[src/hw/rtl/ccw_pkg.sv]
// Shared types and constants for the text console cell writer.
// No dependencies; the other RTL files except ccw_fifo refer to this package by scoped names.
package ccw_pkg;

    // Widest cell address the parameter range allows (128 x 32 cells)
    localparam int MaxAw = 12;

    // Input operation codes
    localparam logic [2:0] OpPutCursor = 3'd0;
    localparam logic [2:0] OpPutPos    = 3'd1;
    localparam logic [2:0] OpBackspace = 3'd2;
    localparam logic [2:0] OpClear     = 3'd3;
    localparam logic [2:0] OpRead      = 3'd4;

    // Configuration register indexes
    localparam logic CfgFg = 1'b0;
    localparam logic CfgBg = 1'b1;

    // Character and color constants
    localparam logic [7:0] ChNewline = 8'd10;
    localparam logic [7:0] ChSpace   = 8'd32;
    localparam logic [7:0] ChError   = 8'd69;
    localparam logic [3:0] ColorRed  = 4'd4;

    // Command class decided by the front end
    typedef enum logic [2:0] {
        K_PUT,
        K_ERR_PUT,
        K_BACKSPACE,
        K_CLEAR,
        K_READ,
        K_NONE
    } t_kind;

    // Back-end sequencer states
    typedef enum logic [2:0] {
        ST_IDLE,
        ST_READ,
        ST_SCROLL,
        ST_BLANK,
        ST_CLEAR
    } t_state;

    // Classified command, front to back
    typedef struct packed {
        t_kind              kind;
        logic               at_cursor;
        logic               bad;
        logic [7:0]         ch;
        logic [6:0]         col;
        logic [MaxAw-1:0]   pos;
    } t_cmd;

    // Result item
    typedef struct packed {
        logic [10:0] cursor;
        logic        bad_position;
        logic [7:0]  cell_char;
        logic [7:0]  cell_attr;
    } t_res;

endpackage

[src/hw/rtl/ccw_fifo.sv]
// Small register queue used for the command and result queues.
// No package dependency; depth must be a power of two.
module ccw_fifo #(
    parameter int W     = 8,
    parameter int DEPTH = 2
) (
    input  logic         i_clk,
    input  logic         i_rst_n,
    input  logic         i_push,
    input  logic [W-1:0] i_data,
    output logic         o_full,
    input  logic         i_pop,
    output logic [W-1:0] o_data,
    output logic         o_empty
);
    localparam int PW = (DEPTH > 1) ? $clog2(DEPTH) : 1;

    logic [W-1:0]         r_data [DEPTH];
    logic [PW-1:0]        r_wp;
    logic [PW-1:0]        r_rp;
    logic [$clog2(DEPTH+1)-1:0] r_cnt;
    logic                 w_wr;
    logic                 w_rd;

    assign o_full  = (r_cnt == ($clog2(DEPTH+1))'(DEPTH));
    assign o_empty = (r_cnt == '0);
    assign w_wr    = i_push && !o_full;
    assign w_rd    = i_pop && !o_empty;
    assign o_data  = r_data[r_rp];

    // Storage
    always_ff @(posedge i_clk) begin
        if (w_wr) begin
            r_data[r_wp] <= i_data;
        end
    end

    // Pointers and fill count
    always_ff @(posedge i_clk) begin
        if (!i_rst_n) begin
            r_wp  <= '0;
            r_rp  <= '0;
            r_cnt <= '0;
        end else begin
            if (w_wr) begin
                r_wp <= r_wp + 1'b1;
            end
            if (w_rd) begin
                r_rp <= r_rp + 1'b1;
            end
            if (w_wr && !w_rd) begin
                r_cnt <= r_cnt + 1'b1;
            end else if (w_rd && !w_wr) begin
                r_cnt <= r_cnt - 1'b1;
            end
        end
    end
endmodule

[src/hw/rtl/ccw_front.sv]
// Front end: accepts input items, classifies them and queues commands.
// Depends on ccw_pkg and ccw_fifo.
module ccw_front #(
    parameter int COLUMNS = 80,
    parameter int ROWS    = 25
) (
    input  logic          i_clk,
    input  logic          i_rst_n,
    input  logic          i_push,
    output logic          o_full,
    input  logic [2:0]    i_op,
    input  logic [7:0]    i_char_code,
    input  logic [6:0]    i_column,
    input  logic [4:0]    i_row,
    output logic          o_cmd_valid,
    input  logic          i_cmd_pop,
    output ccw_pkg::t_cmd o_cmd
);
    localparam logic [7:0] ColLimit = 8'(COLUMNS);
    localparam logic [5:0] RowLimit = 6'(ROWS);

    ccw_pkg::t_cmd                  w_cmd;
    logic                           w_outside;
    logic [ccw_pkg::MaxAw-1:0]      w_pos;
    logic                           w_empty;

    // Range check and linear cell address
    assign w_outside = ({1'b0, i_column} >= ColLimit) || ({1'b0, i_row} >= RowLimit);
    assign w_pos     = ccw_pkg::MaxAw'(i_row) * ccw_pkg::MaxAw'(COLUMNS)
                     + ccw_pkg::MaxAw'(i_column);

    // Classify
    always_comb begin
        w_cmd           = '0;
        w_cmd.ch        = i_char_code;
        w_cmd.col       = i_column;
        w_cmd.pos       = w_pos;
        w_cmd.kind      = ccw_pkg::K_NONE;
        unique case (i_op)
            ccw_pkg::OpPutCursor: begin
                w_cmd.kind      = ccw_pkg::K_PUT;
                w_cmd.at_cursor = 1'b1;
            end
            ccw_pkg::OpPutPos: begin
                w_cmd.kind = w_outside ? ccw_pkg::K_ERR_PUT : ccw_pkg::K_PUT;
            end
            ccw_pkg::OpBackspace: w_cmd.kind = ccw_pkg::K_BACKSPACE;
            ccw_pkg::OpClear:     w_cmd.kind = ccw_pkg::K_CLEAR;
            ccw_pkg::OpRead: begin
                w_cmd.kind = w_outside ? ccw_pkg::K_NONE : ccw_pkg::K_READ;
                w_cmd.bad  = w_outside;
            end
            default: w_cmd.kind = ccw_pkg::K_NONE;
        endcase
    end

    // Command queue toward the back end
    ccw_fifo #(
        .W     ($bits(ccw_pkg::t_cmd)),
        .DEPTH (2)
    ) u_cmd_q (
        .i_clk   (i_clk),
        .i_rst_n (i_rst_n),
        .i_push  (i_push),
        .i_data  (w_cmd),
        .o_full  (o_full),
        .i_pop   (i_cmd_pop),
        .o_data  (o_cmd),
        .o_empty (w_empty)
    );

    assign o_cmd_valid = !w_empty;
endmodule

[config.mk]
export PLATFORM = sky130hd
export DESIGN_NAME = ccw_front
export DESIGN_NICKNAME = d
export VERILOG_FILES = /design/src/hw/rtl/ccw_pkg.sv /design/src/hw/rtl/ccw_fifo.sv /design/src/hw/rtl/ccw_front.sv
export SDC_FILE = /design/constraint.sdc
export NUM_CORES = 1
export LEC_CHECK = 0
export BUFFER_PORTS_ARGS = -buffer_cell sky130_fd_sc_hd__buf_2
export CAP_MARGIN = 10
export CORE_ASPECT_RATIO = 1.25
export CORE_UTILIZATION = 53
export DETAILED_ROUTE_END_ITERATION = 16
export GPL_ROUTABILITY_DRIVEN = 1
export PLACE_DENSITY_LB_ADDON = 0.25
export SYNTH_ARGS = -nofsm -noshare
export SYNTH_HDL_FRONTEND = slang
export SYNTH_SLANG_ARGS = --single-unit
export TNS_END_PERCENT = 50
[constraint.sdc]
create_clock -name i_clk -period 2.6 [get_ports i_clk]
set_clock_uncertainty 0.2 [all_clocks]
set_input_delay 0.13 -clock i_clk [delete_from_list [all_inputs] [get_ports i_clk]]
set_output_delay 0.13 -clock i_clk [all_outputs]
set_load 0.01 [all_outputs]
Yosys cells after proc, flatten, opt, wreduce, memory -nomap -nowiden
Memory sizes are Yosys's and may differ from the RTL's. A register that Yosys moved wholly into a read port is not among the register bits. Cells that the tools add are included.

Bits in registers: 4. Bits in writable memories: 64. Output and inout port bits: 34. Logic and storage cells: 40. Memories kept: 1.

Memory list: u_cmd_q.r_data (words 2, width 32, rd ports 1, clocked after Yosys merged registers in 1, wr ports 1, RTL line ccw_fifo.sv:18) `logic [W-1:0] r_data [DEPTH];`.

Add/subtract/negate cells: 5. $mul: 1. Magnitude comparators: 2. Equal/unequal tests: 5. Multiplexer cells: 11. Reduce and logical (&&, ||, !) cells: 12.

Operator list (number): case mux 3 bit (5 select lines) (1); adder 12 x 7 -> 12 bit (1); multiplier 5 x 3 -> 8 bit, second input constant (1); two-way mux 1 bit (8); greater-or-equal comparator 7 bit, second input constant (1); equality test 3 x 2 -> 1 bit, second input constant (2); greater-or-equal comparator 5 bit, second input constant (1); logical AND 1 bit (4); zero test 1 bit (4); two-way mux 2 bit (2); equality test 3 x 1 -> 1 bit, second input constant (1); equality test 3 bit, second input constant (1); zero test 3 bit (1); adder 1 bit, second input constant (2); adder 2 x 1 -> 2 bit, second input constant (1); equality test 2 bit, second input constant (1); zero test 2 bit (1); nonzero test 2 bit (1); subtractor 2 x 1 -> 2 bit, second input constant (1); logical OR 1 bit (1).

Logic depth before layout (Yosys ltp)
Gate-level depths: netlist of the first run.

Word-level depth: 7. Depth in mapped cells: 7. Mapped depth without buffers: 7.

Hierarchy
From an unflattened synthesis of the first run, not the netlist that was laid out.

Cell total of the unflattened synthesis: 166. Area total of the unflattened synthesis: 2884.0 µm².

By module, submodules not included: ccw_fifo (times used 1, cells an instance 125, area each 2536.2 µm², sequential area each 2021.9 µm²); ccw_front (times used 1, cells an instance 41, area each 347.8 µm², sequential area each 0.0 µm²).

Worst setup path before layout of the first run
Ideal clock, no wire load.

Kind: flip-flop to flip-flop. From: register u_cmd_q.r_cnt[0]. To: memory u_cmd_q.r_data[0][10] in the netlist's numbering, enable pin. Library setup time: 410 ps. Arrival: 1735 ps. Required time: 1990 ps. Path slack: 255 ps. Cell stages (with the launch flop): 4. Path buffers: 0. Period minus slack after synthesis: 2345 ps. Path through: dfxtp_1 > nand2b_1 > inv_2 > nor3_2.

Cells in the longest elaborated chain, start to end: 5.

RTL lines: start, declared (RTL line ccw_fifo.sv:21) `logic [$clog2(DEPTH+1)-1:0] r_cnt;`; start signal, assigned (RTL line ccw_fifo.sv:52) `r_cnt <= r_cnt + 1'b1;`; start signal, assigned (RTL line ccw_fifo.sv:54) `r_cnt <= r_cnt - 1'b1;`; equality test 2 bit (RTL line ccw_fifo.sv:25) `assign o_full = (r_cnt == ($clog2(DEPTH+1))'(DEPTH));`; named net o_full (RTL line ccw_front.sv:10) `output logic o_full,`; zero test 1 bit (RTL line ccw_fifo.sv:27) `assign w_wr = i_push && !o_full;`; logical AND 1 bit (RTL line ccw_fifo.sv:27); two-way mux 1 bit (RTL line ccw_fifo.sv:33) `if (w_wr) begin`; two-way mux 1 bit (implied by the code) (RTL line ccw_fifo.sv:34) `r_data[r_wp] <= i_data;`; end, declared (RTL line ccw_fifo.sv:18).

The timed path passes the listed nets, and every way through them passes these cells.

Final worst setup path of the first run
From: input i_row[4]. To: memory u_cmd_q.r_data[1][10] in the netlist's numbering, data pin.

Cells in the longest elaborated chain, start to end: 2.

RTL lines: start, declared (RTL line ccw_front.sv:14) `input logic [4:0] i_row,`; multiplier 5 x 3 -> 8 bit (RTL line ccw_front.sv:29) `assign w_pos = ccw_pkg::MaxAw'(i_row) * ccw_pkg::MaxAw'(COLUMNS)`; adder 12 x 7 -> 12 bit (RTL line ccw_front.sv:30) `+ ccw_pkg::MaxAw'(i_column);`; named net u_cmd_q.i_data[10] (RTL line ccw_fifo.sv:10) `input logic [W-1:0] i_data,`.

The timed path passes the listed nets, and every way through them passes these cells.

==> metrics.md, run 1 <==
| Metric | Value |
|---|---|
| Status | `finished clean` |
| Main synth FF type | `edfxtp_1` |
| DRC | `0` |
| First-pass iteration count of the detailed router | `4` |
| Final core occ | `0.711` |
| Antenna violations before repair | `0` |
| Via Count | `1,616` |
| Critical Path, Cell by Cell | `dlygate4sd3_1 -> buf_2 -> ha_1 -> inv_1 -> fa_1 -> xnor2_1 -> o2111ai_1 -> xnor3_1` |
| Asr flop ratio synth | `0` |
| Largest net degree at the start of global routing | `29` |
| Fin nets | `296` |
| Mapped Area | `0.00271 mm2` |
| Slew @ Worst Pin | `388 ps` |
| Share of layout cells above drive strength 1 | `0.412` |
| GRT Resource Usage Total | `0.188` |
| Max clock buf depth | `2` |
| LEAKAGE | `0.00138 uW` |
| Number of max-cap violations | `0` |
| Count of cell types in the netlist | `39` |
| Crit path capture type | `flip-flop` |
| Number of global-route vias before repair | `1,667` |
| Syn Inst Count | `169` |
| CTS tree | `built` |
| Fillers | `368` |
| Area delta synth->final | `26.9%` |
| Max IR drop VDD | `0.655 mV` |
| Post-DRT Antenna Nets | `0` |
| WS Path Type | `input port to flip-flop` |
| Dpl hpwl | `2990 um` |
| Worst hold slack | `23.3 ps` |
| Worst path slowest cell | `dlygate4sd3_1` |
| Critical Path RT | `2470 ps` |
| Grt ovf | `0` |
| Max incr delay on CP | `530 ps` |
| Avg WL per Cell | `14.5 um` |
| Starting Density | `0.561` |
| Syn_nets | `208` |
| Synth Warn # | `0` |
| Clk pin slew, worst setup/hold paths | `60 ps` |
| Die extent in x | `66.0 um` |
| Setup bufs post-CTS | `0` |
| # rows | `28` |
| Place WS | `281 ps` |
| Max Fanout on Critical Path | `4` |
| Hold Crit Class | `input port to flip-flop` |
| Worst-Skew Late Latency | `330 ps` |
| First-iteration detailed-routing DRC count | `69` |
| Post-cts resize count | `0` |
| Setup_tns | `0 ps` |
| PwrDens | `833 mW/mm2` |
| Syn Area/Cell | `16.0 um2` |
| CTS Buf Count | `9` |
| Startpoint types | `input port` |
| Top Ports | `61` |
| Final period util | `0.937` |
| ANT cells | `0` |
| Core area | `0.00483 mm2` |
| Max frequency | `411 MHz` |
| Setup ws final | `165 ps` |
| GPL Wtd Cong | `0.843` |
| EDFF count, synth | `56` |
| Die Ht | `82.0 um` |
| Total wire length | `4660 um` |
| Fin. max-slew vios | `0` |
| Worst EP arrival | `2310 ps` |
| Register area share after synthesis | `0.657` |
| Buffers added on ports | `60` |
| Reg2reg setup slack | `810 ps` |
| Final hold vios | `0` |
| RSZ-0062 raised after global routing | `no` |
| Root Driver | `clkbuf_8` |
| Tmin final | `2440 ps` |
| First-pass GRT wire length | `7110 um` |
| Vias per cell | `5.02` |
| H-tree Lvls | `3` |
| Tot Pwr | `2860 uW` |
| Clk sink count | `61` |
| Final setup vio count | `0` |
| Die footprint | `0.00541 mm2` |
| Relative slew slack | `0.741` |
| Seq cells post-synth | `61` |
## worst paths after layout
check                                 startpoint                     to  cells after the start
worst max register to register  u_cmd_q.r_cnt[0]       u_cmd_q.r_cnt[1]                      6
worst max-delay path                    i_row[4]  u_cmd_q.r_data[1][10]                      8
worst min-delay path                     i_op[1]  u_cmd_q.r_data[0][27]                      4
worst min register to register      u_cmd_q.r_rp              flip-flop                      2
## cells in the final DEF, fill, tap and decap left out, drive strengths merged, types with 2 or more instances in the layout
cell,count
fa,2
buf,63
inv,12
a21oi,5
nor2b,3
xnor2,5
mux2,28
clkbuf,10
nor2,5
ha,10
edfxtp,56
and3,2
dfxtp,5
nand3,2
xor2,3
nor3,2
o21ai,5
dlygate4sd3,22
clkinv,5
## cell usage after synthesis, types with 2 or more instances
| cell | n | share of area |
|---|---|---|
| xnor2_1 | 5 | 0.016 |
| nor2b_1 | 3 | 0.0069 |
| xor2_1 | 3 | 0.0097 |
| nor2_1 | 5 | 0.0069 |
| edfxtp_1 | 56 | 0.62 |
| fa_1 | 2 | 0.015 |
| o21ai_0 | 3 | 0.0055 |
| mux2_2 | 25 | 0.10 |
| and3_1 | 2 | 0.0046 |
| inv_1 | 11 | 0.015 |
| mux2_1 | 3 | 0.012 |
| dfxtp_1 | 5 | 0.037 |
| ha_1 | 10 | 0.046 |
| buf_4 | 6 | 0.017 |
| nand3_1 | 2 | 0.0037 |
| o21ai_1 | 2 | 0.0037 |
| a21oi_1 | 4 | 0.0074 |
## cell families after synthesis
family                     share of synthesized area
xor gates and xnor gates                      0.0341
DFF                                            0.657
adders and majority gates                     0.0651
muxes                                          0.116
and+or+nand+nor                               0.0443
buffers and inverters                         0.0365
AOI/OAI and AO/OA                             0.0466
## stage by stage
stage	std cells	instance area (um2)
finish	322	3440
global route	322	3440
CTS	322	3440
detailed placement	284	3060
global placement	284	3060
floorplan	169	2710
## registers in the layout, indices dropped and copies added (netlist names), named ones only
register        cells
u_cmd_q.r_rp        1
u_cmd_q.r_data     56
u_cmd_q.r_wp        1
u_cmd_q.r_cnt       2
## area by class of cell
cell class                 count  area, um2  share of cell area
multi-input combinational     88        837               0.243
inverter                      12       45.0              0.0131
sequential                    61       1780               0.518
tap                           60       75.1              0.0218
clock inverter                 6       30.0             0.00873
clock buffer                  10        128              0.0371
timing repair buffer          85        543               0.158
## power by group
part           internal [uW]  leakage [uW]  switching, uW
Clock                    333     0.0000809            341
Sequential              1260      0.000566           45.4
Combinational            421      0.000737            462
## per-layer routing
metal / track usage / vias to the layer above / wire, um
met5: 0 / - / 0
li1: - / 804 / -
met3: 0.0708 / 8 / 248
met2: 0.344 / 44 / 2500
met1: 0.183 / 760 / 1830
met4: 0.0957 / 0 / 89
## timing repair
| action | CTS | global route |
|---|---|---|
| endpoints found under the hold margin | 49 | 0 |
| setup endpoints to repair | 0 | 0 |
| hold buffers | 22 | 0 |
## critical path: cells and delay by family
| kind | cells | cell delay (ps) |
|---|---|---|
| xor gates and xnor gates | 2 | 500 |
| adders and majority gates | 2 | 760 |
| AOI/OAI and AO/OA | 1 | 170 |
| buffers and inverters | 3 | 740 |
Power figures use the tool's default switching activity.
==> inputs of run 2 (changes only) <==
CORE_ASPECT_RATIO = default   (was 1.25)
==> metrics.md, run 2 (synthesized netlist as in run 1, its figures left out) <==
| Metric | Value |
|---|---|
| Avg WL per Cell | `14.1 um` |
| GRT met1 Usage | `0.216` |
| Setup_tns | `0 ps` |
| Startpoint types | `input port` |
| Commonest non-fill, non-tap cell in the layout | `buf_2` |
| Hold path startpoint | `i_op[1]` |
| Setup bufs post-CTS | `0` |
| First-iteration detailed-routing DRC count | `72` |
| Clk sink count | `61` |
| Number of max-cap violations | `0` |
| PwrDens | `833 mW/mm2` |
| Hold Crit Class | `input port to flip-flop` |
| Starting Density | `0.563` |
| Total wire length | `4640 um` |
| Met2 Usage GRT | `0.333` |
| Met3 usage | `0.0617` |
| CTS Buf Count | `9` |
| Top Ports | `61` |
| Buffers added on ports | `60` |
| Max clock buf depth | `2` |
| Slew @ Worst Pin | `389 ps` |
| Final period util | `0.941` |
| Fin nets | `296` |
| Cts-stage hold buffer count | `22` |
| Crit path from | `i_row[4]` |
| Reg2reg start | `u_cmd_q.r_cnt[0]` |
| Max frequency | `409 MHz` |
| # rows | `25` |
| RSZ-0062 raised after global routing | `no` |
| Worst-Skew Late Latency | `320 ps` |
| Setup ws final | `154 ps` |
| First-pass GRT wire length | `7200 um` |
| Commonest cells after routing, fill and taps aside | `60 x buf_2, 56 x edfxtp_1, 25 x mux2_2` |
| First-pass iteration count of the detailed router | `4` |
| Worst EP arrival | `2310 ps` |
| Fillers | `356` |
| Fin. max-slew vios | `0` |
| Max IR drop VDD | `0.462 mV` |
| Tmin final | `2450 ps` |
| Status | `finished clean` |
| Share of layout cells above drive strength 1 | `0.416` |
| H-tree Lvls | `3` |
| Critical Path RT | `2460 ps` |
| Core area | `0.00482 mm2` |
| WS Path Type | `input port to flip-flop` |
| Dpl hpwl | `3010 um` |
| Final setup vio count | `0` |
| Number of global-route vias before repair | `1,598` |
| Largest net degree at the start of global routing | `29` |
| Root Driver | `clkbuf_8` |
| Relative slew slack | `0.741` |
| Die extent in x | `73.5 um` |
| Regs by FF count | `u_cmd_q.r_data x56, u_cmd_q.r_cnt x2` |
| Area delta synth->final | `27.2%` |
| GR peak layer | `met2` |
| Final hold vios | `0` |
| Post-cts resize count | `0` |
| Max Fanout on Critical Path | `4` |
| Die Ht | `73.5 um` |
| GRT Resource Usage Total | `0.190` |
| Vias per cell | `4.96` |
| Place WS | `290 ps` |
| Crit path capture type | `flip-flop` |
| Largest register FFs | `56` |
| Die footprint | `0.00541 mm2` |
| Via Count | `1,631` |
| Grt ovf | `0` |
| DRC | `0` |
| Post-DRT Antenna Nets | `0` |
| ANT cells | `0` |
| CTS tree | `built` |
| Antenna violations before repair | `0` |
| Clk pin slew, worst setup/hold paths | `70 ps` |
| GPL Wtd Cong | `0.790` |
| Reg with most FFs | `u_cmd_q.r_data` |
| LEAKAGE | `0.00139 uW` |
-- run 2: cell types whose count changed in the layout (fill, tap and decap cells not counted) --
| cell | before | now |
|---|---|---|
| clkbuf_1 | 1 | 2 |
| clkinv_1 | 2 | 0 |
| clkinv_2 | 3 | 4 |
-- run 2: layout make-up --
type / instances / area [um2] / share of cell area
well taps: 67 / 83.8 / 0.0243
inverters: 12 / 45.0 / 0.0131
flip-flops and latches: 61 / 1780 / 0.517
clock inverters: 5 / 27.5 / 0.00798
clock buffers: 11 / 131 / 0.0381
repair buffers: 85 / 543 / 0.157
multi-input cells: 88 / 837 / 0.243
-- run 2: final timing paths --
kind	end	cells after the start	slack [ps]
max	u_cmd_q.r_data[1][10]	8	150
min	u_cmd_q.r_data[1][27]	4	20
max reg2reg	u_cmd_q.r_cnt[1]	6	800
min reg2reg	flip-flop	2	310
-- run 2: worst max-delay path: stages --
cell,delay [ps]
dlygate4sd3_1,520
buf_2,140
ha_1,310
inv_1,60
fa_1,450
xnor2_1,290
o2111ai_1,180
xnor3_1,210
-- run 2: routing by layer --
metal	vias up	share of wire
met4	0	0.014
met2	46	0.52
met5	-	0
met1	774	0.42
met3	8	0.050
li1	803	-
-- run 2: metrics by stage --
stage	hold WS (ps)	cell area (um2)	instances	utilization	total power, uW
floorplan	28.9	2710	169	-	1920
global placement	117	3070	291	0.637	2180
detailed placement	122	3070	291	0.637	2200
CTS	9.21	3450	329	0.716	2900
global route	30.6	3450	329	0.716	3030
finish	22.4	3450	329	0.716	2870
-- run 2: power breakdown --
part | switching (uW) | internal [uW]
clock | 335 | 339
sequential | 59.8 | 1260
combinational | 456 | 421
