[src/hw/rtl/ccw_fifo.sv]
// Small register queue used for the command and result queues.
// No package dependency; depth must be a power of two.
module ccw_fifo #(
    parameter int W     = 8,
    parameter int DEPTH = 2
) (
    input  logic         i_clk,
    input  logic         i_rst_n,
    input  logic         i_push,
    input  logic [W-1:0] i_data,
    output logic         o_full,
    input  logic         i_pop,
    output logic [W-1:0] o_data,
    output logic         o_empty
);
    localparam int PW = (DEPTH > 1) ? $clog2(DEPTH) : 1;

    logic [W-1:0]         r_data [DEPTH];
    logic [PW-1:0]        r_wp;
    logic [PW-1:0]        r_rp;
    logic [$clog2(DEPTH+1)-1:0] r_cnt;
    logic                 w_wr;
    logic                 w_rd;

    assign o_full  = (r_cnt == ($clog2(DEPTH+1))'(DEPTH));
    assign o_empty = (r_cnt == '0);
    assign w_wr    = i_push && !o_full;
    assign w_rd    = i_pop && !o_empty;
    assign o_data  = r_data[r_rp];

    // Storage
    always_ff @(posedge i_clk) begin
        if (w_wr) begin
            r_data[r_wp] <= i_data;
        end
    end

    // Pointers and fill count
    always_ff @(posedge i_clk) begin
        if (!i_rst_n) begin
            r_wp  <= '0;
            r_rp  <= '0;
            r_cnt <= '0;
        end else begin
            if (w_wr) begin
                r_wp <= r_wp + 1'b1;
            end
            if (w_rd) begin
                r_rp <= r_rp + 1'b1;
            end
            if (w_wr && !w_rd) begin
                r_cnt <= r_cnt + 1'b1;
            end else if (w_rd && !w_wr) begin
                r_cnt <= r_cnt - 1'b1;
            end
        end
    end
endmodule

[config.mk]
export PLATFORM = sky130hd
export DESIGN_NAME = ccw_fifo
export DESIGN_NICKNAME = d
export VERILOG_FILES = /design/src/hw/rtl/ccw_fifo.sv
export SDC_FILE = /design/constraint.sdc
export NUM_CORES = 1
export LEC_CHECK = 0
export BUFFER_PORTS_ARGS = -buffer_cell sky130_fd_sc_hd__buf_4
export CAP_MARGIN = 10
export CORE_MARGIN = 5
export CORE_UTILIZATION = 52
export DETAILED_ROUTE_END_ITERATION = 10
export PLACE_DENSITY = 0.83
export SETUP_SLACK_MARGIN = 0.05
export SYNTH_ARGS = -nofsm -noshare
export SYNTH_HDL_FRONTEND = slang
export SYNTH_SLANG_ARGS = --single-unit
export TNS_END_PERCENT = 30
[constraint.sdc]
create_clock -name i_clk -period 3.6 [get_ports i_clk]
set_clock_uncertainty 0.05 [all_clocks]
set_input_delay 0.18 -clock i_clk [delete_from_list [all_inputs] [get_ports i_clk]]
set_output_delay 0.18 -clock i_clk [all_outputs]
set_load 0.03 [all_outputs]
; Yosys cells after proc, flatten, opt, wreduce, memory -nomap -nowiden
; Memories as Yosys holds them, arrays and structs flattened. A register that Yosys moved wholly into a read port is not among the register bits.
; Index checks and enable logic that the tools add are counted.
[totals]
ram_bits = 16
memories = 1
reg_bits = 4
out_inout_bits = 10
[classes]
mux = 6
add_sub_neg = 4
reduce_logical = 10
n_eq_ne = 1
[mem_list]
columns = name, words, word_bits, rd, rd_clocked_by_memory_dff, wr, line
row1 = r_data, 2, 8, 1, 1, 1, 18  ; logic [W-1:0] r_data [DEPTH];
[op_table]
columns = op, count
row1 = logical AND 1 bit, 4
row2 = zero test 1 bit, 4
row3 = two-way mux 1 bit, 4
row4 = two-way mux 2 bit, 2
row5 = adder 1 bit (second input constant), 2
row6 = adder 2 x 1 -> 2 bit (second input constant), 1
row7 = == test 2 bit (second input constant), 1
row8 = zero test 2 bit, 1
row9 = nonzero test 2 bit, 1
row10 = subtractor 2 x 1 -> 2 bit (second input constant), 1

; Longest topological paths before layout
; Gate-level depths: netlist of the first run.
[logic_depth]
word_depth = 7
mapped_depth = 7

; Least setup slack after synthesis of the first run
; Ideal clock, no wire load.
[synth_timing]
path_kind = register to register
from = register r_cnt[0]
to = register r_cnt[1]
period_less_slack_ps = 1716
n_path_buf = 0
setup_ps = 70
path_stages_with_launch = 7
setup_slack_ps = 1884
arrival_time_ps = 1596
path_cell_list = dfxtp_1 nand2b_1 inv_1 nor2_1 ha_1 or3_1 a21oi_1
[synth_between]
elab_chain_cells = 6
word_cells_on_any_way = 15
classes_between = add/sub (2) / eq/ne (1) / mux (2) / reduce/logical (10)
[synth_lines]
columns = item, line
row1 = start: declaration, 21  ; logic [$clog2(DEPTH+1)-1:0] r_cnt;
row2 = start signal: assignment, 52  ; r_cnt <= r_cnt + 1'b1;
row3 = start signal: assignment, 54  ; r_cnt <= r_cnt - 1'b1;
row4 = == test 2 bit *, 25  ; assign o_full = (r_cnt == ($clog2(DEPTH+1))'(DEPTH));
row5 = net o_full, 11  ; output logic o_full,
row6 = zero test 1 bit *, 27  ; assign w_wr = i_push && !o_full;
row7 = logical AND 1 bit *, 27
row8 = zero test 1 bit, 53  ; end else if (w_rd && !w_wr) begin
row9 = logical AND 1 bit, 53
row10 = nonzero test 2 bit (no line), -
; Mark *: on every way through the listed nets, which the timed path passes. The rest lies on a longest branch. The select of a mux whose other input is x is not followed.
; A chain may end at the register's enable or synchronous reset.

; Worst setup path in the final report of the first run
[layout_timing]
from = register r_cnt[0]
to = register r_cnt[1]
[layout_between]
elab_chain_cells = 6
word_cells_on_any_way = 15
classes_between = add/sub (2) / eq/ne (1) / mux (2) / reduce/logical (10)
[layout_lines]
columns = item, line
row1 = == test 2 bit or zero test 2 bit (tied branches), "25, 26"
row2 = "zero test 1 bit, on equally long branches", "27, 28"
row3 = "logical AND 1 bit, on equally long branches", "27, 28"
row4 = "zero test 1 bit, on equally long branches", "53, 51"
row5 = "logical AND 1 bit, on equally long branches", "53, 51"
row6 = nonzero test 2 bit (no line) or two-way mux 2 bit (tied branches), -
; Parallel ways exist; a longest one is shown, timed or not. The select of a mux whose other input is x is not followed.

==> results_dict.tcl, run 1 <==
set metrics [dict create \
    outcome "complete, no violations" \
    diodes 0 \
    p_total_uw 739 \
    maxCapViolCount 0 \
    routabilityCongestion 0.751 \
    cts_max_level 1 \
    area_growth_pct 32.2 \
    clock_latency_ps 290 \
    cts_buffers 3 \
    syn_inst 51 \
    critical-path-max-stage-delay_ps 380 \
    root_buffer "clkbuf_4" \
    io_buffers 21 \
    hold_path_startpoint "i_data[1]" \
    cts_setup_buffers 0 \
    grt_usage 0.114 \
    path_cells "nand2b_1 > inv_1 > nor2_1 > ha_1 > or3_1 > a21oi_1" \
    crit_family "simple AND/OR/NAND/NOR gates" \
    cp_slowest_cell "or3_1" \
    avgSynthCellArea_um2 15.8 \
    worstHoldPathCells 1 \
    cts_tree "yes" \
    numClockSinks 21 \
    die_x_um 49.3 \
    final_common_cell "buf_4" \
    ys_warn_count 0 \
    routedWlPerCell_um 13.8 \
    gr-total-overflow 0 \
    initial_core_util 0.539 \
    min_period_over_period 0.457 \
    fmax_mhz 608 \
    p_leak_uw 0.000431 \
    fillers 105 \
    path_buf_inv 1 \
    worstSetupPathType "flip-flop to flip-flop" \
    finalHoldViolations 0 \
    tns_ps 0 \
    drt-initial-drc-count 18 \
    place_area_um2 976 \
    core_um2 1490 \
    drt-pass1-iter-count 4 \
    dpl.hpwl_um 954 \
    syn-cell-area_um2 803 \
    grt_pass1_wl_um 2120 \
    hold-path-endpoint "r_data[0][1]" \
    rsz0062_at_grt "no" \
    grt_pass1_vias 475 \
    drtAntennaViolNets 0 \
    worst_slew_pin_slew_ps 715 \
    endpoint_kind "flip-flop" \
    synth.lib_cells_used.distinct 16 \
    die_y_um 49.3 \
    design_area_um2 1060 \
    r2r_setup_slack_ps 1950 \
    grt_antenna_before_repair 0 \
    setup_viol 0 \
    dp.cells 87 \
    drive_above_1_share 0.407 \
    num_io_pins 22 \
    ys_seq_area_frac 0.723 \
    grt_max_degree 12 \
    r2r-end "r_cnt[1]" \
    clock_path_buffers 2 \
    dieArea_um2 2430 \
    synth-seq-cells 21 \
    critPathMaxFanout 5 \
    vias_per_cell 5.10 \
    num_vias 495 \
    cp-start-kind "flip-flop" \
    r2r-start "r_cnt[0]" \
    slew_violations 0 \
    cts_resized 0 \
    final_net_count 95 \
    timing.critical_path.arrival_ps 1830 \
    max-vdd-ir-drop_v 0.000393 \
    holdCritPathClass "input pin to flip-flop" \
    final_cell_mix "buf_4, edfxtp_1, mux2_2, dlygate4sd3_1" \
    wl_um 1340 \
    drc_errors 0 \
    clk_pin_slew_ps 110 \
    layoutNonFillerInstCount 97 \
    syn-num-nets 64 \
    required_ps 3780 \
    slew_headroom 0.521 \
    worst-r2r-cell-count 6 \
    post-route-min-period_ps 1650 \
    placement_rows 14 \
    powerDensity_nw_per_um2 696 \
]
-- cells by family after synthesis --
| family | Yosys count | share of synthesized area |
|---|---|---|
| DFF | 21 | 0.723 |
| muxes | 8 | 0.112 |
| xor gates and xnor gates | 3 | 0.0327 |
| AOI/OAI and AO/OA | 5 | 0.0374 |
| adders and majority gates | 1 | 0.0156 |
| and+or+nand+nor | 9 | 0.0592 |
| buffers and inverters | 4 | 0.0202 |
-- synth_stat cells (all sizes together) --
library cell,count,area share
edfxtp,16,0.60
mux2,8,0.11
a21oi,1,0.0062
o21a,1,0.0093
o21ai,2,0.012
nor2,5,0.023
or3,1,0.0078
xor2,3,0.033
and3,1,0.0078
a21boi,1,0.0093
nor3,1,0.012
buf,1,0.0062
ha,1,0.016
inv,3,0.014
nand2b,1,0.0078
dfxtp,5,0.12
-- worst max path at each step --
stage              start            to  cells past startpoint
6_report        r_cnt[0]      r_cnt[1]                      6
5_1_grt         r_cnt[0]      r_cnt[1]                      6
4_1_cts        flip-flop     o_data[4]                      2
3_5_place_dp    r_cnt[0]  r_data[0][7]                      3
3_3_place_gp    r_cnt[0]  r_data[0][7]                      3
2_1_floorplan   r_cnt[0]      r_cnt[1]                      6
-- registers in the layout, summed over array words and instances (netlist names), named ones only --
name	count
r_data	16
r_cnt	2
r_rp	1
r_wp	1
-- final cells by class --
type                    count  area [um^2]  share of cell area
multi-input cells          26          206               0.194
flip-flops and latches     21          581               0.547
inverters                   3         11.3              0.0106
clock buffers               4         26.3              0.0247
well taps                  16         20.0              0.0188
repair buffers             27          218               0.205
-- worst reg2reg max path: cells and delay by family, from the launching register on --
kind / cells / cell delay [ps]
adders and majority gates: 1 / 300
and+or+nand+nor: 3 / 610
DFF: 1 / 370
AOI/OAI and AO/OA: 1 / 140
buffers and inverters: 1 / 120
-- routing by layer --
layer,global-route usage,wire (um),vias to the layer above
met5,0,0,-
met4,0.0404,8,0
met3,0.0428,93,2
met2,0.185,647,14
met1,0.138,593,231
li1,-,-,248
-- per-stage QoR --
stage	hold slack [ps]	worst slack, ps	utilization
floorplan	229	1880	-
global placement	315	2020	0.655
detailed placement	317	1960	0.655
CTS	7.52	1940	0.673
global route	1.45	1810	0.713
finish	20.4	1950	0.713
-- power by group --
| part | internal, uW | switching [uW] |
|---|---|---|
| logic | 126 | 165 |
| clock network | 43.0 | 63.8 |
| registers | 309 | 32.2 |
-- repair_timing --
action | 4_1_cts | 5_1_grt
hold buffers | 0 | 6
endpoints found under the hold margin | 0 | 11
endpoints found under the setup margin | 0 | 0
(Power assumes the default switching activity.)
==> run 2: changes to the inputs <==
--- a/config.mk
+++ b/config.mk
@@ -8,9 +8,9 @@
 export BUFFER_PORTS_ARGS = -buffer_cell sky130_fd_sc_hd__buf_4
 export CAP_MARGIN = 10
 export CORE_MARGIN = 5
-export CORE_UTILIZATION = 52
+export CORE_UTILIZATION = 49
 export DETAILED_ROUTE_END_ITERATION = 10
-export PLACE_DENSITY = 0.83
+export PLACE_DENSITY = 0.79
 export SETUP_SLACK_MARGIN = 0.05
 export SYNTH_ARGS = -nofsm -noshare
 export SYNTH_HDL_FRONTEND = slang
==> constraint.sdc (replaced) <==
create_clock -name i_clk -period 1.7 [get_ports i_clk]
set_clock_uncertainty 0.05 [all_clocks]
set_input_delay 0.085 -clock i_clk [delete_from_list [all_inputs] [get_ports i_clk]]
set_output_delay 0.085 -clock i_clk [all_outputs]
set_load 0.03 [all_outputs]
==> results_dict.tcl, run 2 (synthesized netlist as in run 1, its figures left out) <==
set metrics [dict create \
    numClockSinks 21 \
    layoutNonFillerInstCount 102 \
    final_net_count 100 \
    cp-start-kind "flip-flop" \
    grt_usage 0.128 \
    placement_rows 14 \
    grt_max_degree 13 \
    worstSetupPathType "flip-flop to flip-flop" \
    max-vdd-ir-drop_v 0.00114 \
    area_growth_pct 40.0 \
    r2r-end "r_cnt[1]" \
    finalHoldViolations 0 \
    core_um2 1520 \
    clk_pin_slew_ps 120 \
    r2r-start "r_cnt[0]" \
    path_cells "nand2b_4 > inv_2 > nor2_1 > ha_1 > or3_1 > a21oi_2" \
    power.internal_uw 1060 \
    routedWlPerCell_um 14.5 \
    startpoint "r_cnt[0]" \
    fillers 102 \
    hold-path-endpoint "r_wp" \
    met2_length_um 839 \
    initial_core_util 0.527 \
    outcome "complete, no violations" \
    routabilityCongestion 0.729 \
    final_util 0.738 \
    tns_ps 0 \
    maxCapViolCount 0 \
    drt-pass1-iter-count 3 \
    num_io_pins 22 \
    final_cell_mix "buf_4, edfxtp_1, dlygate4sd3_1, mux2_2, nor2_1" \
    timing.critical_path.arrival_ps 1770 \
    wl_um 1480 \
    cts_buffers 3 \
    setup_viol 0 \
    diodes 0 \
    cts_max_level 1 \
    worstHoldPathCells 3 \
    slew_violations 0 \
    top_regs "r_data: 16 flops, r_cnt: 2 flops" \
    p_switching_uw 591 \
    dr_wl_met3_um 99 \
    cts_tree "yes" \
    worst_slew_pin_slew_ps 369 \
    gr-total-overflow 0 \
    p_clk_frac 0.141 \
    hold_path_startpoint "i_push" \
    grt_pass1_vias 556 \
    slew_headroom 0.754 \
    critPathMaxFanout 5 \
    p_comb_frac 0.412 \
    final_common_cell "buf_4" \
    grt_pass1_wl_um 2400 \
    largest_register "r_data" \
    drt-initial-drc-count 6 \
    required_ps 1890 \
    largest_reg_flops 16 \
    dp.cells 88 \
    num_vias 520 \
    drtAntennaViolNets 0 \
    die_y_um 50.5 \
    drive_above_1_share 0.477 \
    clock_latency_ps 300 \
    critical-path-max-stage-delay_ps 380 \
    cp_slowest_cell "dfxtp_4" \
    p_sw_frac 0.358 \
    crit_family "simple AND/OR/NAND/NOR gates" \
    dieArea_um2 2550 \
    seqPwrFrac 0.447 \
    worst-r2r-cell-count 6 \
    vias_per_cell 5.10 \
    min_period_over_period 0.928 \
    endpoint_kind "flip-flop" \
    path_buf_inv 1 \
    hold_slack_ps 102 \
    holdCritPathClass "input pin to flip-flop" \
    die_x_um 50.5 \
    fmax_mhz 634 \
    p_leak_uw 0.000458 \
    root_buffer "clkbuf_4" \
    clock_path_buffers 2 \
    drc_errors 0 \
    met1_length_um 528 \
    r2r_setup_slack_ps 120 \
    p_total_uw 1650 \
    top_layer "met4" \
    powerDensity_nw_per_um2 1470 \
    post-route-min-period_ps 1580 \
    io_buffers 21 \
    rsz0062_at_grt "no" \
    grt_antenna_before_repair 0 \
]
-- run 2: power by group through the flow --
stage	sequential [uW]	clock (uW)	combinational, uW
3_3_place_gp	730	0	608
6_report	739	233	680
3_5_place_dp	734	0	626
5_1_grt	750	266	726
2_1_floorplan	699	0	446
4_1_cts	726	243	642
-- run 2: what timing repair did --
item	CTS	global route
hold buffers	9	0
gates resized for setup	1	5
endpoints found under the setup margin	1	1
pin swaps	0	3
hold endpoints to repair	19	0
setup buffers	0	1
-- run 2: worst max path at each step --
stage	to	slack (ps)	cells past startpoint
2_1_floorplan	r_cnt[1]	80	6
3_3_place_gp	r_cnt[1]	140	6
3_5_place_dp	r_cnt[1]	6	6
4_1_cts	r_cnt[1]	50	6
5_1_grt	r_cnt[1]	50	6
6_report	r_cnt[1]	120	6
-- run 2: metrics by stage --
step,area (um^2),setup slack [ps]
floorplan,803,81.2
global placement,983,143
detailed placement,983,5.70
CTS,1100,52.0
global route,1120,52.9
finish,1120,123
-- run 2: layout make-up --
type	instances	area (um^2)	share of cell area
sequential	21	586	0.521
clock inverter	1	5.00	0.00445
multi-input combinational	26	218	0.194
inverter	3	11.3	0.0100
tap	16	20.0	0.0178
timing repair buffer	32	263	0.234
clock buffer	3	22.5	0.0200
-- run 2: routing by layer --
layer / vias to the layer above / GRT usage
met5: - / 0
met4: 0 / 0.0638
met3: 2 / 0.0444
met2: 15 / 0.229
met1: 246 / 0.130
li1: 257 / -
-- run 2: worst reg2reg max path, cell delays in order (launching register included) --
cell	delay, ps
dfxtp_4	380
nand2b_4	150
inv_2	70
nor2_1	50
ha_1	310
or3_1	380
a21oi_2	130
==> run 3: changes to the inputs <==
--- a/config.mk
+++ b/config.mk
@@ -11,7 +11,7 @@
 export CORE_UTILIZATION = 49
 export DETAILED_ROUTE_END_ITERATION = 10
 export PLACE_DENSITY = 0.79
-export SETUP_SLACK_MARGIN = 0.05
+export SETUP_SLACK_MARGIN = 0.15
 export SYNTH_ARGS = -nofsm -noshare
 export SYNTH_HDL_FRONTEND = slang
 export SYNTH_SLANG_ARGS = --single-unit
==> results_dict.tcl, run 3 (synthesized netlist as in run 1, its figures left out) <==
set metrics [dict create \
    outcome "complete, no violations" \
    fmax_mhz 654 \
    layoutNonFillerInstCount 106 \
    root_buffer "clkbuf_4" \
    path_cells "nand2b_4 > inv_4 > nor2_2 > ha_4 > or3_4 > a21oi_2" \
    cp_slowest_cell "dfxtp_4" \
    final_util 0.775 \
    placement_rows 14 \
    die_x_um 50.5 \
    largest_register "r_data" \
    grt_max_degree 12 \
    num_io_pins 22 \
    required_ps 1880 \
    timing.critical_path.arrival_ps 1710 \
    endpoint_kind "flip-flop" \
    fillers 97 \
    holdCritPathClass "input pin to flip-flop" \
    wl_um 1550 \
    routabilityCongestion 0.793 \
    final_cell_mix "buf_4, edfxtp_1, dlygate4sd3_1, mux2_2, nor2_1" \
    routedWlPerCell_um 14.7 \
    final_common_cell "buf_4" \
    worst-r2r-cell-count 6 \
    hold_slack_ps 112 \
    drt-initial-drc-count 4 \
    multi_input_area_um2 241 \
    crit_family "simple AND/OR/NAND/NOR gates" \
    grtUsageMet1 0.139 \
    cp-start-kind "flip-flop" \
    cts_max_level 1 \
    grt_pass1_vias 538 \
    slew_headroom 0.752 \
    clock_latency_ps 290 \
    gr-total-overflow 0 \
    dp.cells 89 \
    finalHoldViolations 0 \
    drt-pass1-iter-count 4 \
    worst_slew_pin_slew_ps 372 \
    tns_ps 0 \
    clock_path_buffers 2 \
    top_regs "r_data: 16 flops, r_cnt: 2 flops" \
    min_period_over_period 0.900 \
    drive_above_1_share 0.544 \
    p_total_uw 1770 \
    io_buffers 21 \
    r2r-end "r_cnt[1]" \
    die_y_um 50.5 \
    initial_core_util 0.527 \
    powerDensity_nw_per_um2 1500 \
    num_vias 523 \
    drtAntennaViolNets 0 \
    endpoint "r_cnt[1]" \
    critPathMaxFanout 5 \
    dieArea_um2 2550 \
    grt_pass1_wl_um 2300 \
    final_net_count 104 \
    critical-path-max-stage-delay_ps 390 \
    setup_viol 0 \
    post-route-min-period_ps 1530 \
    drc_errors 0 \
    grt_usage 0.116 \
    cp.depth 6 \
    grt_antenna_before_repair 0 \
    r2r-start "r_cnt[0]" \
    use_met2 0.196 \
    max-vdd-ir-drop_v 0.00111 \
    regArea_um2 587 \
    path_buf_inv 1 \
    met3_usage 0.0355 \
    area_growth_pct 47.0 \
    slew_violations 0 \
    cts_tree "yes" \
    clk_pin_slew_ps 110 \
    worstSetupPathType "flip-flop to flip-flop" \
    core_um2 1520 \
    r2r_setup_slack_ps 170 \
    largest_reg_flops 16 \
    grt.busiest_layer "met2" \
    diodes 0 \
    numClockSinks 21 \
    cts_buffers 3 \
    maxCapViolCount 0 \
    vias_per_cell 4.93 \
    rsz0062_at_grt "no" \
    p_leak_uw 0.000478 \
    dpl.hpwl_um 990 \
    startpoint "r_cnt[0]" \
]
==> run 3: worst min-delay path by stage <==
stage	startpoint	endpoint	slack [ps]	cells after the start
after floorplan	i_data[0]	r_data[0][0]	130	0
final	i_push	r_wp	110	3
after global placement	i_data[4]	r_data[0][4]	220	1
after global routing	i_push	r_wp	140	3
after CTS	i_push	r_wp	100	3
after detailed placement	i_data[3]	r_data[1][3]	220	1
==> run 3: timing repair <==
item	4_1_cts	5_1_grt
hold buffers	9	0
endpoints found under the setup margin	9	1
cloned	0	0
pin swaps	1	3
hold endpoints to repair	17	0
gates resized for setup	5	6
setup buffers	1	3
==> run 3: final cells by class <==
type                    count  share of cell area
clock buffers               4              0.0222
inverters                   3              0.0117
multi-input cells          26               0.204
flip-flops and latches     21               0.497
well taps                  16              0.0169
repair buffers             36               0.248
==> run 3: worst reg2reg max path: cells and delay by family, from the launching register on <==
family	cells	cell delay, ps
compound gates	1	110
fa+ha+maj	1	230
buf+inv	1	40
flops	1	390
simple gates	3	660
==> run 3: layer usage <==
layer	routed length, um	share of wire	vias up
met2	828	0.53	16
met5	0	0	-
met1	634	0.41	243
met3	79	0.051	2
met4	12	0.0077	0
li1	-	-	262
==> run 3: report_power, final <==
part,internal [uW],switching (uW)
Combinational,392,409
Sequential,665,80.1
Clock,91.0,133
Total,1150,622
==> run 3: per-stage QoR <==
stage                     cell area (um^2)  setup slack, ps
after detailed placement              1000             88.8
after floorplan                        813              159
after global placement                1000              158
after global routing                  1180             88.4
after CTS                             1130              139
final                                 1180              170
